[src/hw/rtl/rnf_pkg.sv]
// Shared types and constants for the noise floor / SNR tracker.
package rnf_pkg;

  localparam int FLOOR_W = 9;
  localparam int SNR_W   = 8;

  localparam logic signed [FLOOR_W-1:0] FLOOR_RESET = -9'sd150;
  localparam logic [7:0]                REPORT_BIAS = 8'd150;
  localparam logic [7:0]                HOLD_RESET  = 8'd2;

  // Per-channel minimum-hold count.
  localparam logic [7:0] HOLD_LIMIT [4] = '{8'd20, 8'd8, 8'd5, 8'd5};

  typedef enum logic [1:0] {
    KIND_SAMPLE = 2'd0,
    KIND_PACKET = 2'd1,
    KIND_ACK    = 2'd2
  } kind_t;

  typedef enum logic [1:0] {
    CFG_CHANNEL = 2'd0,
    CFG_OFFSET  = 2'd1
  } cfg_reg_t;

  typedef struct packed {
    logic [1:0]        kind;
    logic signed [7:0] raw_rssi;
    logic signed [8:0] packet_rssi;
    logic [7:0]        reported_tx_snr;
  } item_t;

  typedef struct packed {
    logic signed [FLOOR_W-1:0] now;
    logic signed [FLOOR_W-1:0] next;
    logic                      updated;
  } floor_status_t;

  typedef struct packed {
    logic [SNR_W-1:0] last_snr;
    logic [SNR_W-1:0] avg_rx;
    logic [SNR_W-1:0] avg_tx;
  } snr_status_t;

endpackage

[src/hw/rtl/rnf_if.sv]
// Valid/ready channel interfaces for item and result words.
interface rnf_item_if;
  logic              valid;
  logic              ready;
  logic [1:0]        kind;
  logic signed [7:0] raw_rssi;
  logic signed [8:0] packet_rssi;
  logic [7:0]        reported_tx_snr;

  modport source (output valid, kind, raw_rssi, packet_rssi, reported_tx_snr, input ready);
  modport sink   (input valid, kind, raw_rssi, packet_rssi, reported_tx_snr, output ready);
endinterface

interface rnf_result_if;
  logic              valid;
  logic              ready;
  logic signed [8:0] noise_floor;
  logic [7:0]        noise_report;
  logic [7:0]        last_snr;
  logic [7:0]        avg_rx_snr;
  logic [7:0]        avg_tx_snr;
  logic              floor_updated;

  modport source (output valid, noise_floor, noise_report, last_snr, avg_rx_snr, avg_tx_snr,
                  floor_updated, input ready);
  modport sink   (input valid, noise_floor, noise_report, last_snr, avg_rx_snr, avg_tx_snr,
                  floor_updated, output ready);
endinterface

[src/hw/rtl/rnf_avg_div.sv]
// Signed divide of the sample sum by the window length, truncating toward zero.
module rnf_avg_div
  import rnf_pkg::*;
#(
  parameter int SAMPLES = 10,
  parameter int SUM_W   = 13
) (
  input  logic signed [SUM_W-1:0]   sum,
  output logic signed [FLOOR_W-1:0] avg
);

  localparam int MAG_W = SUM_W - 1;
  localparam int K     = MAG_W + 4;   // exact for divisors below 16
  localparam int RW    = K + 1;
  localparam logic [RW-1:0] RECIP = RW'((2 ** K + SAMPLES - 1) / SAMPLES);

  logic [SUM_W-1:0]    neg;
  logic [MAG_W-1:0]    mag;
  logic [MAG_W+RW-1:0] prod;
  logic [7:0]          quo;

  always_comb begin
    neg  = -sum;
    mag  = sum[SUM_W-1] ? neg[MAG_W-1:0] : sum[MAG_W-1:0];
    prod = {{RW{1'b0}}, mag} * {{MAG_W{1'b0}}, RECIP};
    quo  = prod[K+7:K];
    avg  = sum[SUM_W-1] ? -$signed({1'b0, quo}) : $signed({1'b0, quo});
  end

endmodule

[src/hw/rtl/rnf_floor.sv]
// Noise floor path: sample accumulator, window minimum, hold countdown, floor.
module rnf_floor
  import rnf_pkg::*;
#(
  parameter int SAMPLES = 10
) (
  input  logic              clk,
  input  logic              rst,
  input  logic              step,
  input  item_t             word,
  input  logic [1:0]        channel_index,
  input  logic signed [7:0] rssi_offset,
  output floor_status_t     status
);

  localparam int SUM_W = $clog2(SAMPLES * 255 + 1) + 1;
  localparam int CNT_W = $clog2(SAMPLES + 1);

  logic signed [FLOOR_W-1:0] floor_value, floor_value_next;
  logic signed [FLOOR_W-1:0] window_minimum, window_minimum_next;
  logic signed [SUM_W-1:0]   sample_sum, sample_sum_next;
  logic [CNT_W-1:0]          sample_count, sample_count_next;
  logic [7:0]                hold_countdown, hold_countdown_next;

  logic signed [FLOOR_W-1:0] avg, min_tmp;
  logic signed [8:0]         sample;
  logic [7:0]                limit, cd_dec, cd_inc;
  logic                      updated;

  rnf_avg_div #(.SAMPLES(SAMPLES), .SUM_W(SUM_W)) u_div (
    .sum (sample_sum),
    .avg (avg)
  );

  always_comb begin
    floor_value_next    = floor_value;
    window_minimum_next = window_minimum;
    sample_sum_next     = sample_sum;
    sample_count_next   = sample_count;
    hold_countdown_next = hold_countdown;
    updated             = 1'b0;
    limit   = HOLD_LIMIT[channel_index];
    sample  = 9'(word.raw_rssi) - 9'(rssi_offset);
    min_tmp = (avg < window_minimum) ? avg : window_minimum;
    cd_dec  = hold_countdown - 8'd1;
    cd_inc  = hold_countdown + 8'd1;
    if (step) begin
      case (word.kind)
        KIND_SAMPLE: begin
          if (sample_count >= CNT_W'(SAMPLES)) begin
            sample_sum_next   = '0;
            sample_count_next = '0;
            if (cd_dec == 8'd0) begin
              floor_value_next    = (min_tmp == FLOOR_RESET) ? avg : min_tmp;
              window_minimum_next = '0;
              hold_countdown_next = limit;
              updated             = 1'b1;
            end else begin
              window_minimum_next = min_tmp;
              hold_countdown_next = cd_dec;
            end
          end else begin
            sample_sum_next   = sample_sum + SUM_W'(sample);
            sample_count_next = sample_count + CNT_W'(1);
          end
        end
        KIND_PACKET: begin
          hold_countdown_next = (cd_inc > limit) ? limit : cd_inc;
        end
        default: ;
      endcase
    end
  end

  always_ff @(posedge clk) begin
    if (rst) begin
      floor_value    <= FLOOR_RESET;
      window_minimum <= FLOOR_RESET;
      sample_sum     <= '0;
      sample_count   <= '0;
      hold_countdown <= HOLD_RESET;
    end else begin
      floor_value    <= floor_value_next;
      window_minimum <= window_minimum_next;
      sample_sum     <= sample_sum_next;
      sample_count   <= sample_count_next;
      hold_countdown <= hold_countdown_next;
    end
  end

  assign status.now     = floor_value;
  assign status.next    = floor_value_next;
  assign status.updated = updated;

endmodule

[src/hw/rtl/rnf_snr.sv]
// Link SNR path: packet SNR against the floor and the two 3/4 running averages.
module rnf_snr
  import rnf_pkg::*;
(
  input  logic                      clk,
  input  logic                      rst,
  input  logic                      step,
  input  item_t                     word,
  input  logic signed [FLOOR_W-1:0] floor_now,
  output snr_status_t               status
);

  logic [SNR_W-1:0] recent_snr, recent_snr_next;
  logic [SNR_W-1:0] rx_snr_average, rx_snr_average_next;
  logic [SNR_W-1:0] tx_snr_average, tx_snr_average_next;

  logic signed [9:0] diff;
  logic [SNR_W-1:0]  snr;
  logic [9:0]        rx_acc, tx_acc;

  always_comb begin
    recent_snr_next     = recent_snr;
    rx_snr_average_next = rx_snr_average;
    tx_snr_average_next = tx_snr_average;
    diff   = 10'(word.packet_rssi) - 10'(floor_now);
    snr    = diff[9] ? '0 : diff[7:0];
    rx_acc = 10'(rx_snr_average) * 10'd3 + 10'(snr);
    tx_acc = 10'(tx_snr_average) * 10'd3 + 10'(word.reported_tx_snr);
    if (step) begin
      case (word.kind)
        KIND_PACKET: begin
          recent_snr_next     = snr;
          rx_snr_average_next = rx_acc[9:2];
        end
        KIND_ACK: begin
          tx_snr_average_next = tx_acc[9:2];
        end
        default: ;
      endcase
    end
  end

  always_ff @(posedge clk) begin
    if (rst) begin
      recent_snr     <= '0;
      rx_snr_average <= '0;
      tx_snr_average <= '0;
    end else begin
      recent_snr     <= recent_snr_next;
      rx_snr_average <= rx_snr_average_next;
      tx_snr_average <= tx_snr_average_next;
    end
  end

  assign status.last_snr = recent_snr_next;
  assign status.avg_rx   = rx_snr_average_next;
  assign status.avg_tx   = tx_snr_average_next;

endmodule

[src/hw/rtl/rssi_noise_floor_snr_tracker_unit.sv]
// Top level of the RSSI noise floor and link SNR tracker.
//
// Every input word gives exactly one result word. A word is one of three kinds:
// an idle-receive RSSI sample tick, a downlink packet, or an uplink ack. Sample
// ticks accumulate (raw RSSI - rssi_offset) until SAMPLES_PER_AVERAGE samples
// are held; the next tick averages them (truncating toward zero), tracks the
// window minimum and decrements the hold countdown. When the countdown hits
// zero the floor is published (floor_updated = 1), the minimum restarts at 0
// and the countdown reloads from the per-channel table 20/8/5/5. Packets nudge
// the countdown up (clamped to the channel limit), compute SNR against the
// floor (0 below floor) and fold it into a 3/4-old running average; acks do
// the same for the uplink average. A word is registered at the input register,
// processed combinationally through the floor and SNR paths when it moves on,
// and lands in the result register, which offers its result word. The unit
// takes one word per cycle unless the result register waits on a stalled
// sink. While a finished word waits downstream, an empty input register can
// still take one word. Configuration (channel_index = index 0, rssi_offset =
// index 1) must be written only while the unit holds no word in flight; the
// unit itself does not enforce this.
module rssi_noise_floor_snr_tracker_unit
  import rnf_pkg::*;
#(
  parameter int SAMPLES_PER_AVERAGE = 10
) (
  input  logic        clk,
  input  logic        rst,
  rnf_item_if.sink    item,
  rnf_result_if.source result,
  input  logic        wr_en,
  input  logic [1:0]  wr_index,
  input  logic [7:0]  wr_data
);

  // configuration registers
  logic [1:0]        channel_index;
  logic signed [7:0] rssi_offset;

  always_ff @(posedge clk) begin
    if (rst) begin
      channel_index <= '0;
      rssi_offset   <= '0;
    end else if (wr_en) begin
      case (wr_index)
        CFG_CHANNEL: channel_index <= wr_data[1:0];
        CFG_OFFSET:  rssi_offset   <= wr_data;
        default: ;
      endcase
    end
  end

  // input register
  item_t word;
  logic  word_valid;
  logic  step;

  // a word moves on when the result register is empty or being drained
  assign step       = word_valid && (!result.valid || result.ready);
  assign item.ready = !word_valid || step;

  always_ff @(posedge clk) begin
    if (rst) begin
      word_valid <= 1'b0;
    end else if (item.ready) begin
      word_valid <= item.valid;
    end
  end

  always_ff @(posedge clk) begin
    if (item.valid && item.ready) begin
      word.kind            <= item.kind;
      word.raw_rssi        <= item.raw_rssi;
      word.packet_rssi     <= item.packet_rssi;
      word.reported_tx_snr <= item.reported_tx_snr;
    end
  end

  // processing paths
  floor_status_t floor_st;
  snr_status_t   snr_st;

  rnf_floor #(.SAMPLES(SAMPLES_PER_AVERAGE)) u_floor (
    .clk           (clk),
    .rst           (rst),
    .step          (step),
    .word          (word),
    .channel_index (channel_index),
    .rssi_offset   (rssi_offset),
    .status        (floor_st)
  );

  rnf_snr u_snr (
    .clk       (clk),
    .rst       (rst),
    .step      (step),
    .word      (word),
    .floor_now (floor_st.now),
    .status    (snr_st)
  );

  // result register: state after the update
  always_ff @(posedge clk) begin
    if (rst) begin
      result.valid <= 1'b0;
    end else if (step) begin
      result.valid <= 1'b1;
    end else if (result.ready) begin
      result.valid <= 1'b0;
    end
  end

  always_ff @(posedge clk) begin
    if (step) begin
      result.noise_floor   <= floor_st.next;
      result.noise_report  <= floor_st.next[7:0] + REPORT_BIAS;
      result.last_snr      <= snr_st.last_snr;
      result.avg_rx_snr    <= snr_st.avg_rx;
      result.avg_tx_snr    <= snr_st.avg_tx;
      result.floor_updated <= floor_st.updated;
    end
  end

endmodule

[src/flat_wrapper.sv]
// flat-port wrapper written by rule: the top's interface ports become plain ports
module rssi_noise_floor_snr_tracker_unit_flat import rnf_pkg::*;
#(
  parameter int SAMPLES_PER_AVERAGE = 10
)
  (clk, rst, wr_en, wr_index, wr_data, item_valid, item_kind, item_raw_rssi, item_packet_rssi, item_reported_tx_snr, item_ready, result_valid, result_noise_floor, result_noise_report, result_last_snr, result_avg_rx_snr, result_avg_tx_snr, result_floor_updated, result_ready);
  rnf_item_if item_i ();
  rnf_result_if result_i ();
  input  logic clk;
  input  logic rst;
  input  logic wr_en;
  input  logic [1:0] wr_index;
  input  logic [7:0] wr_data;
  input wire logic [$bits(item_i.valid)-1:0] item_valid;
  input wire logic [$bits(item_i.kind)-1:0] item_kind;
  input wire logic [$bits(item_i.raw_rssi)-1:0] item_raw_rssi;
  input wire logic [$bits(item_i.packet_rssi)-1:0] item_packet_rssi;
  input wire logic [$bits(item_i.reported_tx_snr)-1:0] item_reported_tx_snr;
  output wire logic [$bits(item_i.ready)-1:0] item_ready;
  output wire logic [$bits(result_i.valid)-1:0] result_valid;
  output wire logic [$bits(result_i.noise_floor)-1:0] result_noise_floor;
  output wire logic [$bits(result_i.noise_report)-1:0] result_noise_report;
  output wire logic [$bits(result_i.last_snr)-1:0] result_last_snr;
  output wire logic [$bits(result_i.avg_rx_snr)-1:0] result_avg_rx_snr;
  output wire logic [$bits(result_i.avg_tx_snr)-1:0] result_avg_tx_snr;
  output wire logic [$bits(result_i.floor_updated)-1:0] result_floor_updated;
  input wire logic [$bits(result_i.ready)-1:0] result_ready;
  assign item_i.valid = item_valid;
  assign item_i.kind = item_kind;
  assign item_i.raw_rssi = item_raw_rssi;
  assign item_i.packet_rssi = item_packet_rssi;
  assign item_i.reported_tx_snr = item_reported_tx_snr;
  assign item_ready = item_i.ready;
  assign result_valid = result_i.valid;
  assign result_noise_floor = result_i.noise_floor;
  assign result_noise_report = result_i.noise_report;
  assign result_last_snr = result_i.last_snr;
  assign result_avg_rx_snr = result_i.avg_rx_snr;
  assign result_avg_tx_snr = result_i.avg_tx_snr;
  assign result_floor_updated = result_i.floor_updated;
  assign result_i.ready = result_ready;
  rssi_noise_floor_snr_tracker_unit #(.SAMPLES_PER_AVERAGE(SAMPLES_PER_AVERAGE)) u_core (.clk(clk), .rst(rst), .item(item_i), .result(result_i), .wr_en(wr_en), .wr_index(wr_index), .wr_data(wr_data));
endmodule
[config.mk]
export PLATFORM = sky130hd
export DESIGN_NAME = rssi_noise_floor_snr_tracker_unit_flat
export DESIGN_NICKNAME = d
export VERILOG_FILES = /design/src/hw/rtl/rnf_pkg.sv /design/src/hw/rtl/rnf_if.sv /design/src/hw/rtl/rnf_avg_div.sv /design/src/hw/rtl/rnf_floor.sv /design/src/hw/rtl/rnf_snr.sv /design/src/hw/rtl/rssi_noise_floor_snr_tracker_unit.sv /design/src/flat_wrapper.sv
export SDC_FILE = /design/constraint.sdc
export NUM_CORES = 1
export LEC_CHECK = 0
export BUFFER_PORTS_ARGS = -buffer_cell sky130_fd_sc_hd__buf_2
export CAP_MARGIN = 10
export CORE_MARGIN = 1
export CORE_UTILIZATION = 40
export DETAILED_ROUTE_END_ITERATION = 6
export SLEW_MARGIN = 20
export SYNTH_ARGS = -nofsm -noshare
export SYNTH_HDL_FRONTEND = slang
export SYNTH_SLANG_ARGS = --single-unit
[constraint.sdc]
create_clock -name clk -period 9.7 [get_ports clk]
set_input_delay 0.485 -clock clk [delete_from_list [all_inputs] [get_ports clk]]
set_output_delay 0.485 -clock clk [all_outputs]
set_load 0.1 [all_outputs]
==> metrics.csv <==
stage,metric,value,unit
sta,tightest_slew,0.977,ns
floorplanning,initial_utilization,41.0,%
floorplanning,die-area,29500,um2
layout,final_common_cell,inv_1,
worst_setup_path,r2r-end,u_core.result.noise_report[7],
sta,setup_viol_count_final,0,
route,vias_per_cell,5.12,
logic_synthesis,synth.distinct_cells,86,
logic_synthesis,yosysWarnings,0,
route,drtIter0Drc,510,
logic_synthesis,synth_compound_area_share,15.0,%
global_routing,first_global_vias,8669,
logic_synthesis,synth_edf_count,68,
worst_setup_path,worst_setup_path_end_kind,register,
hold_path,hold_path.class,primary input to register,
global_routing,grt_util_all_layers,18.3,%
sta,fin_crit_sh,97.1,%
logic_synthesis,syn_inst,1203,
layout,synthToLayoutAreaGrowth,15.4,%
global_routing,grt_max_degree,84,
placement,gp_congestion,0.902,
placement,port_buffers,85,
sta,fin_tns_setup,0,ns
clock_tree,insertion_delay,0.43,ns
logic_synthesis,syn_nets,1443,
floorplanning,die_w,172,um
clock_tree,cts-buffers-inserted,17,
layout,final_layout_size_suffix_gt1_share,15.9,%
worst_setup_path,path_max_fanout,7,
worst_setup_path,rr_startpoint,u_core.u_floor.sample_sum[0],
worst_setup_path,critPathLaunchType,register,
placement,dpl.cell_count,1667,
logic_synthesis,synthFlopType,dfxtp_1,
layout,nFillCells,2670,
logic_synthesis,synth-seq-area-share,31.5,%
logic_synthesis,synth_mux_area_share,1.62,%
clock_tree,cts_tree,done,
power,power_density,137,nW/um2
layout,finalCoreUtilization,47.3,%
clock_tree,path_clk_slew,0.06,ns
layout,instances_no_fill,1702,
sta,period_needed,9.42,ns
sta,drv_slew,0,
clock_tree,cts.path.max_buffers,2,
route,vias,8707,
clock_tree,htreeDepth,4,
placement,dp_hpwl,20.2,mm
logic_synthesis,synth_top_area_share,17.7,%
worst_setup_path,critical_path_required,9.87,ns
worst_setup_path,path_class,register to register,
worst_setup_path,cpPeakStageDelay,0.56,ns
sta,fmax,106,MHz
layout,final_cell_mix,"inv_1, ha_1, nor2_1",
logic_synthesis,post_synth.cell_area_avg,9.57,um2
route,drt_pass1_iterations,5,
route,routed_wl,25.7,mm
layout,n_antenna_cell,0,
placement,postPlaceCellArea,12600,um2
logic_synthesis,synth-xor-area-share,5.02,%
worst_setup_path,worst_path_most_repeated_cell,inv_1,
layout,design_area,13300,um2
floorplanning,core_area,28100,um2
logic_synthesis,synthAdderAreaFrac,25.8,%
floorplanning,die_h,172,um
worst_setup_path,arrival,9.59,ns
clock_tree,cts_hold_buf,0,
hold_path,hold_path_depth,1,
hold_path,hold_path_end,u_core.word[18],
logic_synthesis,synth_area,11500,um2
floorplanning,rows,61,
outcome,outcome,"complete, no violations",
power,vdd_ir_drop_max,0.116,mV
worst_setup_path,r2r_slack,0.28,ns
logic_synthesis,synth_top_area_cell,edfxtp_1,
floorplanning,pin_count,86,
worst_setup_path,worst_path_max_delay_cell,or4b_4,
run,cap_violations,0,
hold_path,min-delay-start,item_raw_rssi[1],
clock_tree,clkSinkCount,147,
global_routing,grt_overflow_total,0,
logic_synthesis,synth_top_family_by_area,adder cells,
logic_synthesis,async_reset_ff_share,0,%
sta,slew_headroom,34.8,%
global_routing,grt_pass1_wl,42.4,mm
logic_synthesis,synth_area_leaders,"edfxtp_1, ha_1, dfxtp_1",
sta,finClkSkew,0.00989,ns
worst_setup_path,rr_worst_depth,36,
sta,finalHoldViolations,0,
power,p_leak,6.33,nW
clock_tree,cts_root_buf,clkbuf_16,
route,routedWlPerCell,15.1,um
layout,nNetsFinal,1551,
route,drtAntennaViolNets,0,
logic_synthesis,ys_ff_latch,147,
logic_synthesis,synth_simple_gate_area_share,14.1,%
route,drc_errors,0,
global_routing,antenna_found_initial,0,
[sequential cells by signal (all words and copies together) (netlist names), 8 cells and up]
| signal | flops |
|---|---|
| u_core.u_snr.rx_snr_average | 8 |
| u_core.rssi_offset | 8 |
| u_core.result.avg_rx_snr | 8 |
| u_core.u_floor.floor_value | 9 |
| u_core.result.last_snr | 8 |
| u_core.result.avg_tx_snr | 8 |
| u_core.u_snr.tx_snr_average | 8 |
| u_core.u_floor.hold_countdown | 8 |
| u_core.u_floor.window_minimum | 9 |
| u_core.result.noise_floor | 8 |
| u_core.result.noise_report | 8 |
| u_core.u_floor.sample_sum | 13 |
| u_core.word | 27 |
| u_core.u_snr.recent_snr | 8 |
[worst max path at each step]
stage | from | to | depth (start not counted)
after floorplan | u_core.u_floor.sample_sum[0] | u_core.result.noise_report[7] | 38
after global placement | u_core.u_floor.sample_sum[0] | u_core.result.noise_report[7] | 36
after detailed placement | u_core.u_floor.sample_sum[0] | u_core.result.noise_report[7] | 36
after CTS | u_core.u_floor.sample_sum[0] | u_core.result.noise_report[7] | 38
after global routing | u_core.u_floor.sample_sum[0] | u_core.result.noise_report[7] | 38
final | u_core.u_floor.sample_sum[0] | u_core.result.noise_report[7] | 36
[report_power, final]
| group | internal, W | switching (W) | total (W) |
|---|---|---|---|
| Clock | 0.000408 | 0.000268 | 0.000676 |
| Sequential | 0.000670 | 0.0000136 | 0.000683 |
| Combinational | 0.000178 | 0.000284 | 0.000463 |
[critical path: cells and delay by family, from the launching register on]
kind	cells	cell delay [ns]
compound gates	9	1.75
buf+inv	6	0.65
flops	1	0.30
simple gates	10	3.07
fa+ha+maj	8	2.84
xor+xnor	3	0.55
[final cells by class]
| cell class | instances | area [um2] | area share, % |
|---|---|---|---|
| Clock inverter | 13 | 171 | 1.29 |
| Sequential cell | 147 | 3620 | 27.3 |
| Multi-Input combinational cell | 844 | 7210 | 54.3 |
| Timing Repair Buffer | 122 | 703 | 5.29 |
| Clock buffer | 19 | 433 | 3.26 |
| Inverter | 179 | 673 | 5.07 |
| Tap cell | 378 | 473 | 3.56 |
[logic make-up (layout without fill, tap and decap cells)]
group / Yosys count / count (layout)
adders and majority gates: 198 / 198
DFF: 147 / 147
buffers and inverters: 212 / 333
muxes: 18 / 18
AOI/OAI and AO/OA: 242 / 242
xor gates and xnor gates: 66 / 66
and+or+nand+nor: 320 / 320
[layer usage]
metal	track usage [%]	vias to the layer above	routed length (um)
li1	-	4392	-
met1	23.2	4066	12100
met2	31.8	217	12200
met3	3.31	32	1020
met4	5.05	0	369
met5	0	-	0
[synth_stat cells (all sizes together), types with 13 or more instances]
cell / instances
nand3: 20
clkbuf: 25
a21oi: 53
mux2i: 13
nor2b: 30
ha: 133
xor2: 16
a211oi: 16
inv: 178
nand2b: 13
nor3: 25
o21ai: 46
nand2: 75
nor2: 88
edfxtp: 68
xnor2: 50
a22oi: 17
a21o: 15
dfxtp: 79
o31ai: 17
fa: 65
[timing repair]
item	CTS	global route
resized for setup	3	20
pin swaps	0	5
setup buffers	2	1
setup endpoints to repair	2	9
[through the flow]
step | power, W | hold WS, ns | setup WS, ns
after floorplan | 0.00103 | 0.439 | 0.00234
final | 0.00182 | 0.226 | 0.281
after global placement | 0.00114 | 0.459 | 0.137
after CTS | 0.00183 | 0.210 | 0.0519
after global routing | 0.00192 | 0.208 | -0.0703
after detailed placement | 0.00115 | 0.457 | -0.119
(Power assumes the default switching activity.)
